[src/rtl/gprtas_pkg.sv]
// Shared constants, codes and types for the gamepad remap, turbo and analog scaler.
`timescale 1ns / 1ps

package gprtas_pkg;

    localparam int BUTTON_COUNT = 15;
    localparam int BTN_W        = 16;
    localparam int KEY_W        = 4;
    localparam int MAP_W        = KEY_W * BUTTON_COUNT;
    localparam int AXIS_W       = 8;
    localparam int GAIN_SHIFT   = 6;
    localparam logic [7:0] DUTY_MAX = 8'hFF;
    localparam int CFG_IDX_W    = 3;
    localparam int CFG_DATA_W   = 60;
    localparam int TDATA_W      = 48;

    typedef enum logic {
        OP_POLL = 1'b0,
        OP_TICK = 1'b1
    } t_op;

    typedef enum logic [CFG_IDX_W-1:0] {
        CFG_ENABLE_KEY   = 3'd0,
        CFG_DISABLE_KEY  = 3'd1,
        CFG_KEY_MAP      = 3'd2,
        CFG_ANALOG_FLAGS = 3'd3,
        CFG_RATIO_LEFT   = 3'd4,
        CFG_RATIO_RIGHT  = 3'd5,
        CFG_OFFSET_LEFT  = 3'd6,
        CFG_OFFSET_RIGHT = 3'd7
    } t_cfg_idx;

    typedef struct packed {
        logic [KEY_W-1:0] enable_key;
        logic [KEY_W-1:0] disable_key;
        logic             phase;
    } t_turbo_ctl;

endpackage

[src/rtl/gprtas_axis.sv]
// One stick axis: gain by ratio/64 with floor, offset, clamp to 0..255.
`timescale 1ns / 1ps

module gprtas_axis (
    input  logic signed [8:0] i_axis,
    input  logic        [7:0] i_ratio,
    input  logic        [7:0] i_offset,
    output logic        [7:0] o_duty
);

    logic signed [17:0] prod;
    logic signed [11:0] scaled;
    logic signed [11:0] sum;

    always_comb begin
        prod   = 18'(i_axis) * 18'($signed({1'b0, i_ratio}));
        scaled = 12'(prod >>> gprtas_pkg::GAIN_SHIFT);
        sum    = scaled + $signed({4'b0, i_offset});
        if (sum < 0) begin
            o_duty = 8'd0;
        end else if (sum > $signed({4'b0, gprtas_pkg::DUTY_MAX})) begin
            o_duty = gprtas_pkg::DUTY_MAX;
        end else begin
            o_duty = sum[7:0];
        end
    end

endmodule

[src/rtl/gprtas_btn.sv]
// Turbo latch update and button remap with turbo blanking, active-low result.
`timescale 1ns / 1ps

module gprtas_btn (
    input  logic [gprtas_pkg::BTN_W-1:0] i_held,
    input  logic [gprtas_pkg::BTN_W-1:0] i_latch,
    input  logic [gprtas_pkg::MAP_W-1:0] i_key_map,
    input  gprtas_pkg::t_turbo_ctl       i_ctl,
    output logic [gprtas_pkg::BTN_W-1:0] o_latch,
    output logic [gprtas_pkg::BTN_W-1:0] o_pin_levels
);

    logic [gprtas_pkg::BTN_W-1:0] scope;
    logic [gprtas_pkg::BTN_W-1:0] hit;
    logic                         en_hold;
    logic                         dis_hold;
    logic [gprtas_pkg::BTN_W-1:0] buttons;

    always_comb begin
        for (int p = 0; p < gprtas_pkg::BTN_W; p++) begin
            scope[p] = (p <= gprtas_pkg::BUTTON_COUNT)
                    && (gprtas_pkg::KEY_W'(p) != i_ctl.enable_key)
                    && (gprtas_pkg::KEY_W'(p) != i_ctl.disable_key);
        end
        hit      = i_held & scope;
        en_hold  = (i_ctl.enable_key != '0) && i_held[i_ctl.enable_key];
        dis_hold = (i_ctl.disable_key != '0) && i_held[i_ctl.disable_key];
        priority if (en_hold) begin
            o_latch = i_latch | hit;
        end else if (dis_hold) begin
            o_latch = i_latch & ~hit;
        end else begin
            o_latch = i_latch;
        end
    end

    // later held or blanked buttons mapped to the same position win
    always_comb begin
        for (int p = 0; p < gprtas_pkg::BTN_W; p++) begin
            buttons[p] = 1'b0;
            for (int i = 0; i < gprtas_pkg::BUTTON_COUNT; i++) begin
                if (i_key_map[gprtas_pkg::KEY_W*i +: gprtas_pkg::KEY_W]
                        == gprtas_pkg::KEY_W'(p)) begin
                    if (i_held[i+1]) begin
                        buttons[p] = 1'b1;
                    end
                    if (i_ctl.phase && o_latch[i+1]) begin
                        buttons[p] = 1'b0;
                    end
                end
            end
        end
        o_pin_levels = ~buttons;
    end

endmodule

[src/rtl/gamepad_remap_turbo_analog_scaler.sv]
// Top level of the gamepad remap, turbo and analog scaler.
// Takes one word per clock and passes a poll result from the input register to the
// result register; throughput is one word per cycle unless a poll word waits behind
// an unaccepted result, set by the single input and result registers with the remap
// and four 9x9 multiplies between them. A tick word toggles the turbo phase and gives
// no result; the result register lets a new word enter while a finished result waits.
`timescale 1ns / 1ps

module gamepad_remap_turbo_analog_scaler (
    input  logic                                 i_clk,
    input  logic                                 i_rst_n,
    input  logic                                 i_cfg_we,
    input  logic [gprtas_pkg::CFG_IDX_W-1:0]     i_cfg_idx,
    input  logic [gprtas_pkg::CFG_DATA_W-1:0]    i_cfg_wdata,
    input  logic                                 s_axis_tvalid,
    output logic                                 s_axis_tready,
    // held_buttons[15:0], left_x[23:16], left_y[31:24], right_x[39:32], right_y[47:40]
    input  logic [gprtas_pkg::TDATA_W-1:0]       s_axis_tdata,
    // operation[0]
    input  logic                                 s_axis_tuser,
    output logic                                 m_axis_tvalid,
    input  logic                                 m_axis_tready,
    // pin_levels[15:0], duty_lx[23:16], duty_ly[31:24], duty_rx[39:32], duty_ry[47:40]
    output logic [gprtas_pkg::TDATA_W-1:0]       m_axis_tdata
);

    logic [gprtas_pkg::KEY_W-1:0]  r_enable_key;
    logic [gprtas_pkg::KEY_W-1:0]  r_disable_key;
    logic [gprtas_pkg::MAP_W-1:0]  r_key_map;
    logic [2:0]                    r_flags;
    logic [7:0]                    r_ratio_l;
    logic [7:0]                    r_ratio_r;
    logic [7:0]                    r_offset_l;
    logic [7:0]                    r_offset_r;

    logic [gprtas_pkg::BTN_W-1:0]  r_latch;
    logic                          r_phase;

    logic                          r_in_vld;
    gprtas_pkg::t_op               r_in_op;
    logic [gprtas_pkg::TDATA_W-1:0] r_in_data;

    logic                          r_out_vld;
    logic [gprtas_pkg::TDATA_W-1:0] r_out_data;

    logic                          s1_go;
    logic                          out_load;
    logic                          n_out_vld;
    gprtas_pkg::t_turbo_ctl        ctl;
    logic [gprtas_pkg::BTN_W-1:0]  n_latch;
    logic [gprtas_pkg::BTN_W-1:0]  pin_levels;
    logic signed [8:0]             ax_lx, ax_ly, ax_rx, ax_ry;
    logic signed [8:0]             sw_lx, sw_ly, sw_rx, sw_ry;
    logic [7:0]                    duty_lx, duty_ly, duty_rx, duty_ry;

    // configuration
    always_ff @(posedge i_clk) begin
        if (!i_rst_n) begin
            r_enable_key  <= '0;
            r_disable_key <= '0;
            r_key_map     <= '0;
            r_flags       <= '0;
            r_ratio_l     <= 8'd64;
            r_ratio_r     <= 8'd64;
            r_offset_l    <= 8'd128;
            r_offset_r    <= 8'd128;
        end else if (i_cfg_we) begin
            unique case (gprtas_pkg::t_cfg_idx'(i_cfg_idx))
                gprtas_pkg::CFG_ENABLE_KEY:   r_enable_key  <= i_cfg_wdata[3:0];
                gprtas_pkg::CFG_DISABLE_KEY:  r_disable_key <= i_cfg_wdata[3:0];
                gprtas_pkg::CFG_KEY_MAP:      r_key_map     <= i_cfg_wdata;
                gprtas_pkg::CFG_ANALOG_FLAGS: r_flags       <= i_cfg_wdata[2:0];
                gprtas_pkg::CFG_RATIO_LEFT:   r_ratio_l     <= i_cfg_wdata[7:0];
                gprtas_pkg::CFG_RATIO_RIGHT:  r_ratio_r     <= i_cfg_wdata[7:0];
                gprtas_pkg::CFG_OFFSET_LEFT:  r_offset_l    <= i_cfg_wdata[7:0];
                gprtas_pkg::CFG_OFFSET_RIGHT: r_offset_r    <= i_cfg_wdata[7:0];
            endcase
        end
    end

    // handshake
    always_comb begin
        s1_go = r_in_vld && ((r_in_op == gprtas_pkg::OP_TICK) || !r_out_vld || m_axis_tready);
        out_load = s1_go && (r_in_op == gprtas_pkg::OP_POLL);
        s_axis_tready = !r_in_vld || s1_go;
        if (out_load) begin
            n_out_vld = 1'b1;
        end else if (m_axis_tready) begin
            n_out_vld = 1'b0;
        end else begin
            n_out_vld = r_out_vld;
        end
    end

    always_ff @(posedge i_clk) begin
        if (!i_rst_n) begin
            r_in_vld <= 1'b0;
        end else if (s_axis_tready) begin
            r_in_vld <= s_axis_tvalid;
        end
    end

    always_ff @(posedge i_clk) begin
        if (s_axis_tready && s_axis_tvalid) begin
            r_in_op   <= gprtas_pkg::t_op'(s_axis_tuser);
            r_in_data <= s_axis_tdata;
        end
    end

    // buttons and turbo
    assign ctl = '{enable_key: r_enable_key, disable_key: r_disable_key, phase: r_phase};

    gprtas_btn u_btn (
        .i_held       (r_in_data[15:0]),
        .i_latch      (r_latch),
        .i_key_map    (r_key_map),
        .i_ctl        (ctl),
        .o_latch      (n_latch),
        .o_pin_levels (pin_levels)
    );

    always_ff @(posedge i_clk) begin
        if (!i_rst_n) begin
            r_latch <= '0;
            r_phase <= 1'b0;
        end else if (s1_go) begin
            if (r_in_op == gprtas_pkg::OP_TICK) begin
                r_phase <= !r_phase;
            end else begin
                r_latch <= n_latch;
            end
        end
    end

    // axes: swap, then negate
    always_comb begin
        ax_lx = {r_in_data[23], r_in_data[23:16]};
        ax_ly = {r_in_data[31], r_in_data[31:24]};
        ax_rx = {r_in_data[39], r_in_data[39:32]};
        ax_ry = {r_in_data[47], r_in_data[47:40]};
        if (r_flags[0]) begin
            sw_lx = ax_rx;
            sw_ly = ax_ry;
            sw_rx = ax_lx;
            sw_ry = ax_ly;
        end else begin
            sw_lx = ax_lx;
            sw_ly = ax_ly;
            sw_rx = ax_rx;
            sw_ry = ax_ry;
        end
        if (r_flags[1]) begin
            sw_lx = 9'sd0 - sw_lx;
            sw_rx = 9'sd0 - sw_rx;
        end
        if (r_flags[2]) begin
            sw_ly = 9'sd0 - sw_ly;
            sw_ry = 9'sd0 - sw_ry;
        end
    end

    gprtas_axis u_lx (.i_axis(sw_lx), .i_ratio(r_ratio_l), .i_offset(r_offset_l), .o_duty(duty_lx));
    gprtas_axis u_ly (.i_axis(sw_ly), .i_ratio(r_ratio_l), .i_offset(r_offset_l), .o_duty(duty_ly));
    gprtas_axis u_rx (.i_axis(sw_rx), .i_ratio(r_ratio_r), .i_offset(r_offset_r), .o_duty(duty_rx));
    gprtas_axis u_ry (.i_axis(sw_ry), .i_ratio(r_ratio_r), .i_offset(r_offset_r), .o_duty(duty_ry));

    // result register
    always_ff @(posedge i_clk) begin
        if (!i_rst_n) begin
            r_out_vld <= 1'b0;
        end else begin
            r_out_vld <= n_out_vld;
        end
    end

    always_ff @(posedge i_clk) begin
        if (out_load) begin
            r_out_data <= {duty_ry, duty_rx, duty_ly, duty_lx, pin_levels};
        end
    end

    assign m_axis_tvalid = r_out_vld;
    assign m_axis_tdata  = r_out_data;

    a_tick_toggles: assert property (@(posedge i_clk) disable iff (!i_rst_n)
        (s1_go && r_in_op == gprtas_pkg::OP_TICK) |=> (r_phase != $past(r_phase)))
        else $error("tick did not toggle turbo phase");

    a_tick_keeps_latch: assert property (@(posedge i_clk) disable iff (!i_rst_n)
        (s1_go && r_in_op == gprtas_pkg::OP_TICK) |=> $stable(r_latch))
        else $error("tick changed turbo latches");

    a_tick_no_result: assert property (@(posedge i_clk) disable iff (!i_rst_n)
        (s1_go && r_in_op == gprtas_pkg::OP_TICK)
            |=> (r_out_vld == ($past(r_out_vld) && !$past(m_axis_tready))))
        else $error("tick produced a result word");

    a_stall_means_busy: assert property (@(posedge i_clk) disable iff (!i_rst_n)
        !s_axis_tready |-> (r_in_vld && r_out_vld && !m_axis_tready))
        else $error("input stalled without a blocked result");

endmodule

[config.mk]
export PLATFORM = sky130hd
export DESIGN_NAME = gamepad_remap_turbo_analog_scaler
export DESIGN_NICKNAME = d
export VERILOG_FILES = /design/src/rtl/gprtas_pkg.sv /design/src/rtl/gprtas_axis.sv /design/src/rtl/gprtas_btn.sv /design/src/rtl/gamepad_remap_turbo_analog_scaler.sv
export SDC_FILE = /design/constraint.sdc
export NUM_CORES = 1
export LEC_CHECK = 0
export ABC_AREA = 1
export ABC_CLOCK_PERIOD_IN_PS = 7700
export BUFFER_PORTS_ARGS = -buffer_cell sky130_fd_sc_hd__clkbuf_2
export CORE_ASPECT_RATIO = 1.25
export CORE_UTILIZATION = 59
export CTS_CLUSTER_DIAMETER = 80
export DETAILED_ROUTE_END_ITERATION = 8
export PLACE_DENSITY_LB_ADDON = 0.05
export SLEW_MARGIN = 40
export SYNTH_ARGS = -nofsm -noshare
export SYNTH_HDL_FRONTEND = slang
export SYNTH_HIERARCHICAL = 1
export SYNTH_SLANG_ARGS = --single-unit
[constraint.sdc]
create_clock -name i_clk -period 7.7 [get_ports i_clk]
set_input_delay 1.54 -clock i_clk [delete_from_list [all_inputs] [get_ports i_clk]]
set_output_delay 1.54 -clock i_clk [all_outputs]
set_load 0.05 [all_outputs]
==> metrics.md, run 1 <==
| Metric | Value |
|---|---|
| Total Routed Length | ~75 mm |
| Syn Std Cell Area | 29200 µm² |
| Vias | about 27000 |
| Ys Warns | 6 |
| Max incr delay on CP | approximately 0.62 ns |
| P&R area growth vs syn | 6.53% |
| Clk_lat worst skew | 0.57 ns |
| Drt wl/cell | between 10 and 15 µm |
| Initial Util | 0.602 |
| Hold_sp | r_latch[9]$_SDFFE_PN0P_ |
| Die Area | just over 50000 µm² |
| # IOs | 167 |
| Dpl cells | ~5300 |
| Final Hold Vio Count | 0 |
| Vias per cell | just over 5 |
| Post_cts resized | 0 |
| CTS max path bufs | 3 |
| Final setup viols | 0 |
| CTS Root Cell | clkbuf_16 |
| Hold WC Path Type | reg -> reg |
| Worst Hold End | r_latch[9]$_SDFFE_PN0P_ |
| Post-DRT Antenna Nets | 0 |
| FF-to-FF setup slack | 0.62 ns |
| Post-route insts no fill | 5334 |
| First-pass GRT wire length | about 120 mm |
| Share of post-route cells with drive strength above 1 | 0.0851 |
| Number of post-CTS setup repair buffers | 0 |
| Fmax | ~140 MHz |
| Most used cell, CP | nand2_1 |
| WP buf/inv | 4 |
| Cell family with most CP delay | adder cells |
| 1st-iter DRT viols | roughly 1500 |
| CP Capture Type | flip-flop |
| CP Data Arrival Time | between 7 and 8 ns |
| Post-route clock period utilization | 0.920 |
| Syn_area_per_cell | between 6 and 7 µm² |
| Hpwl dp | about 60 mm |
| Synthesized Nets | 5151 |
| DRC violations left | 0 |
| Max cap viols | 0 |
| Worst r2r src | r_flags[0]$_SDFFE_PN0P_ |
| CP required | ~8 ns |
| Core area | about 49000 µm² |
| Port buffer count | 166 |
| Hold_buf cts | 0 |
| R2R cell count | 31 |
| RD Place Congestion | approximately 0.94 |
| Status | completed |
| Crit path launch type | flip-flop |
| Row count | 90 |
| Nets | around 5200 |
| Hold path cells | 2 |
| Reg clk slew, reported paths | approximately 0.06 ns |
| Maximum number of pins on one net before global-route repair | 120 |
| DRT Pass-1 Iters | 6 |
| Sum Neg Setup Slack | 0 ns |
| Pwr/cell area | between 150 and 200 nW/µm² |
| CTS Sinks | 218 |
| Setup CP Type | reg -> reg |
| Die width | about 200 µm |
| Worst-Margin Slew | 0.844 ns |
| Number of antenna violations at the first check in global routing | 2 |
| Die Ht | between 200 and 300 µm |
| Leakage | 17.1 nW |
| Fin. max-slew vios | 0 |
| RSZ-0062 raised after global routing | false |
| Number of fill cells | 4704 |
| Worst-path maximum fanout | 26 |
| # H-tree levels | 1 |
| CTS buffer count | 27 |
| CTS tree | built |
| All-Layer GR Usage | 0.301 |
| Slowest CP cell | dfxtp_2 |
| Worst reg2reg endpoint | m_axis_tdata[18]$_DFFE_PP_ |
| Clock skew | 0.0127 ns |
| GR Overflow Total | 0 |
| Peak supply drop | around 190 µV |
| Vias in the first global route | 26200 |
| Post-layout min period | 7.08 ns |
| Slew margin rel. | 0.437 |
| Cells after Synth | ~4600 |
==> area by class of cell <==
cell class              count  area [µm²]  share of cell area
diodes                      1        2.50           0.0000804
inverters                 787        2960              0.0951
multi-input cells        3451       20100               0.646
flip-flops and latches    218        5340               0.172
well taps                 644         806              0.0259
clock inverters            13         141             0.00454
repair buffers            184         980              0.0315
clock buffers              36         792              0.0254
==> layout by cell type (no fill, tap or decap), drive strengths merged, types with 3 or more instances in the layout <==
master	count
ha	172
edfxtp	97
nor2	550
dfxtp	121
xnor2	45
a31oi	12
o21bai	5
nand3b	5
inv	789
a21o	3
o21ai	178
a21oi	82
nand2	1896
xor2	41
fa	240
clkbuf	201
nand4	8
nor3	4
or2	5
buf	19
nor4	4
and3	5
and2	14
a22oi	3
o31ai	3
clkinv	8
nand3	170
==> state kept, by name, summed over array words and instances (netlist names), 8 cells and up <==
signal and count:
r_in_data 48, r_ratio_l 8, r_key_map 60, m_axis_tdata 48, r_offset_l 8, r_latch 15, r_offset_r 8, r_ratio_r 8
==> power breakdown <==
part / switching, mW / internal (mW) / leakage [nW]
logic: 1.65 / 0.883 / 14.7
clock network: 0.537 / 0.793 / 0.462
registers: 0.0831 / 1.32 / 1.87
==> worst max path at each step <==
stage                                       start                          to  slack (ns)  cells after the start
after global routing      r_flags[0]$_SDFFE_PN0P_  m_axis_tdata[30]$_DFFE_PP_        0.02                     34
after global placement    r_flags[0]$_SDFFE_PN0P_  m_axis_tdata[42]$_DFFE_PP_        0.75                     33
after CTS                 r_flags[0]$_SDFFE_PN0P_  m_axis_tdata[18]$_DFFE_PP_        0.67                     31
after floorplan           r_flags[0]$_SDFFE_PN0P_  m_axis_tdata[24]$_DFFE_PP_        1.44                     38
final                     r_flags[0]$_SDFFE_PN0P_  m_axis_tdata[18]$_DFFE_PP_        0.62                     31
after detailed placement  r_flags[0]$_SDFFE_PN0P_  m_axis_tdata[42]$_DFFE_PP_        0.70                     33
==> layer usage <==
layer / wire [µm] / track usage / up-vias
met5: 27 / 0 / -
met4: 3120 / 0.127 / 4
met3: 2840 / 0.0235 / 160
met2: 38300 / 0.570 / 576
met1: 30300 / 0.344 / 12400
li1: - / - / 13900
==> worst register-to-register path, delay by kind of cell, from the launching register on <==
family                     cells  cell delay (ns)
adders and majority gates      6             2.63
and+or+nand+nor               13             1.53
AOI/OAI and AO/OA              7             1.22
buffers and inverters          4             0.66
DFF                            1             0.62
xor gates and xnor gates       1             0.16
==> stage by stage <==
stage | hold slack [ns] | instance area (µm²) | util | power [mW] | worst slack, ns
final | 0.484 | 31100 | 0.641 | 5.27 | 0.618
after global placement | 0.460 | 30200 | 0.622 | 3.92 | 0.751
after global routing | 0.504 | 31100 | 0.641 | 5.71 | 0.0163
after CTS | 0.486 | 31100 | 0.641 | 5.30 | 0.670
after detailed placement | 0.472 | 30200 | 0.622 | 3.96 | 0.697
after floorplan | 0.448 | 29200 | - | 3.42 | 1.44
No activity file was read; power rests on OpenSTA's default activity.
==> inputs of run 2 (changes only) <==
BUFFER_PORTS_ARGS = -buffer_cell sky130_fd_sc_hd__buf_2   (was -buffer_cell sky130_fd_sc_hd__clkbuf_2)
==> run 2 against run 1 <==
Net effect:
- clock skew rose by 0.0022 ns
- combinational power about the same
- register-to-register slack better by 0.04 ns
- clock-buffer cell count down 5
- total power grew 0.34%
- sequential power about the same
- die area unchanged
- critical path depth stayed put
- hold slack barely moved
- critical endpoint is now m_axis_tdata[21]$_DFFE_PP_
- highest routed layer unchanged
==> metrics.md, run 2 (synthesis gave the netlist of run 1 again) <==
| Metric | Value |
|---|---|
| Commonest cells after routing, fill and taps aside | nand2_1, inv_1, nor2_1, fa_1, ha_1 |
| P&R area growth vs syn | 6.59% |
| Pre-CTS WS | 0.685 ns |
| CTS max path bufs | 3 |
| CTS buffer count | 26 |
| Number of fill cells | 4721 |
| DRC violations left | 0 |
| Vias | between 20000 and 30000 |
| Row count | 90 |
| Post-route clock period utilization | 0.914 |
| Commonest non-fill, non-tap cell in the layout | nand2_1 |
| CTS Sinks | approximately 220 |
| Slew margin rel. | 0.440 |
| Post-DP Area | 30200 µm² |
| Fmax | 142 MHz |
| CTS Root Cell | clkbuf_16 |
| Dpl cells | 5286 |
| Port buffer count | between 150 and 200 |
| All-Layer GR Usage | 0.302 |
| Fin. max-slew vios | 0 |
| RSZ-0062 raised after global routing | false |
| Total power draw | 5.29 mW |
| Hold_buf cts | 0 |
| DRT Pass-1 Iters | 6 |
| Setup CP Type | reg -> reg |
| Util after Layout | 0.642 |
| 1st-iter DRT viols | 1782 |
| Slowest CP cell | dfxtp_2 |
| Die Area | between 50000 and 60000 µm² |
| Finished layout cell area | ~31000 µm² |
| Hold WC Path Type | reg -> reg |
| Worst-path maximum fanout | 26 |
| CP Capture Type | flip-flop |
| Share of post-route cells with drive strength above 1 | 0.0853 |
| Peak supply drop | 209 µV |
| Max cap viols | 0 |
| Number of post-CTS setup repair buffers | 0 |
| Crit path launch type | flip-flop |
| Total Routed Length | between 70 and 80 mm |
| # H-tree levels | 1 |
| Post-layout min period | 7.04 ns |
| Pwr/cell area | roughly 170 nW/µm² |
| Initial Util | 0.602 |
| CP Data Arrival Time | around 7.4 ns |
| Post_cts resized | 0 |
| Post-DRT Antenna Nets | 0 |
| Hold Slack | between 0.4 and 0.5 ns |
| Vias per cell | 5.11 |
| Status | completed |
| Worst-Margin Slew | 0.840 ns |
| Hpwl dp | 60.9 mm |
| Reg clk slew, reported paths | roughly 0.060 ns |
| Worst Slack Setup Final | 0.660 ns |
| Maximum number of pins on one net before global-route repair | between 70 and 80 |
| Max incr delay on CP | about 0.63 ns |
| Post-route insts no fill | 5336 |
| Leakage | approximately 17 nW |
| CP required | ~8.0 ns |
| First-pass GRT wire length | 124 mm |
| Final setup viols | 0 |
| Die Ht | 251 µm |
| RD Place Congestion | 0.945 |
| # IOs | 167 |
| Core area | 48500 µm² |
| Vias in the first global route | roughly 26000 |
| Nets | between 5000 and 6000 |
| Clock skew | between 0.01 and 0.015 ns |
| Sum Neg Setup Slack | 0 ns |
| Clk_lat worst skew | ~0.58 ns |
| Final Hold Vio Count | 0 |
| Most used cell, CP | nand2_1 |
| Max reg flops | 60 |
| Number of antenna violations at the first check in global routing | 4 |
| Die width | between 200 and 250 µm |
| Most flops, register | r_key_map |
| Drt wl/cell | around 14 µm |
| GR Overflow Total | 0 |
| CTS tree | built |
run 2: changes by cell type in the layout (fill, tap and decap cells not counted), sizes merged:
cell	before	now
clkinvlp	1	5
clkinv	8	6
buf	19	186
diode	1	2
bufinv	2	4
clkbuf	201	31
run 2: final timing paths:
kind	start	endpoint	slack, ns	depth (start not counted)
min	r_latch[15]$_SDFFE_PN0P_	r_latch[15]$_SDFFE_PN0P_	0.48	2
max reg2reg	r_flags[0]$_SDFFE_PN0P_	m_axis_tdata[21]$_DFFE_PP_	0.66	31
min reg2reg	r_latch[15]$_SDFFE_PN0P_	r_latch[15]$_SDFFE_PN0P_	0.48	2
max	r_flags[0]$_SDFFE_PN0P_	m_axis_tdata[21]$_DFFE_PP_	0.66	31
run 2: routing by layer:
layer | routed length (µm) | global-route usage | vias to the layer above
met5 | 24 | 0 | -
met4 | 3130 | 0.123 | 4
met3 | 3300 | 0.0275 | 186
met2 | 38600 | 0.577 | 671
met1 | 30000 | 0.341 | 12500
li1 | - | - | 13900
run 2: critical path, delay by kind of cell, from the launching register on:
family	cells	cell delay, ns
AO/OA/AOI/OAI	6	1.01
XOR/XNOR	1	0.16
adder cells (fa/ha/maj)	6	2.66
buffers and inverters	4	0.67
flip-flops	1	0.63
AND/OR/NAND/NOR	14	1.67
run 2: area by class of cell:
| cell class | count | area (µm²) | area share |
|---|---|---|---|
| Tap cell | 644 | 806 | 0.0259 |
| Inverter | 787 | 2960 | 0.0951 |
| Clock inverter | 17 | 203 | 0.00651 |
| Antenna cell | 2 | 5.00 | 0.000161 |
| Multi-Input combinational cell | 3451 | 20100 | 0.645 |
| Timing Repair Buffer | 186 | 991 | 0.0318 |
| Clock buffer | 31 | 732 | 0.0235 |
| Sequential cell | 218 | 5340 | 0.172 |
run 2: report_power, final:
part,total [mW],switching [mW],leakage (nW),internal [mW]
Clock,1.34,0.533,0.446,0.812
Sequential,1.40,0.0788,1.87,1.32
Combinational,2.54,1.65,14.7,0.885
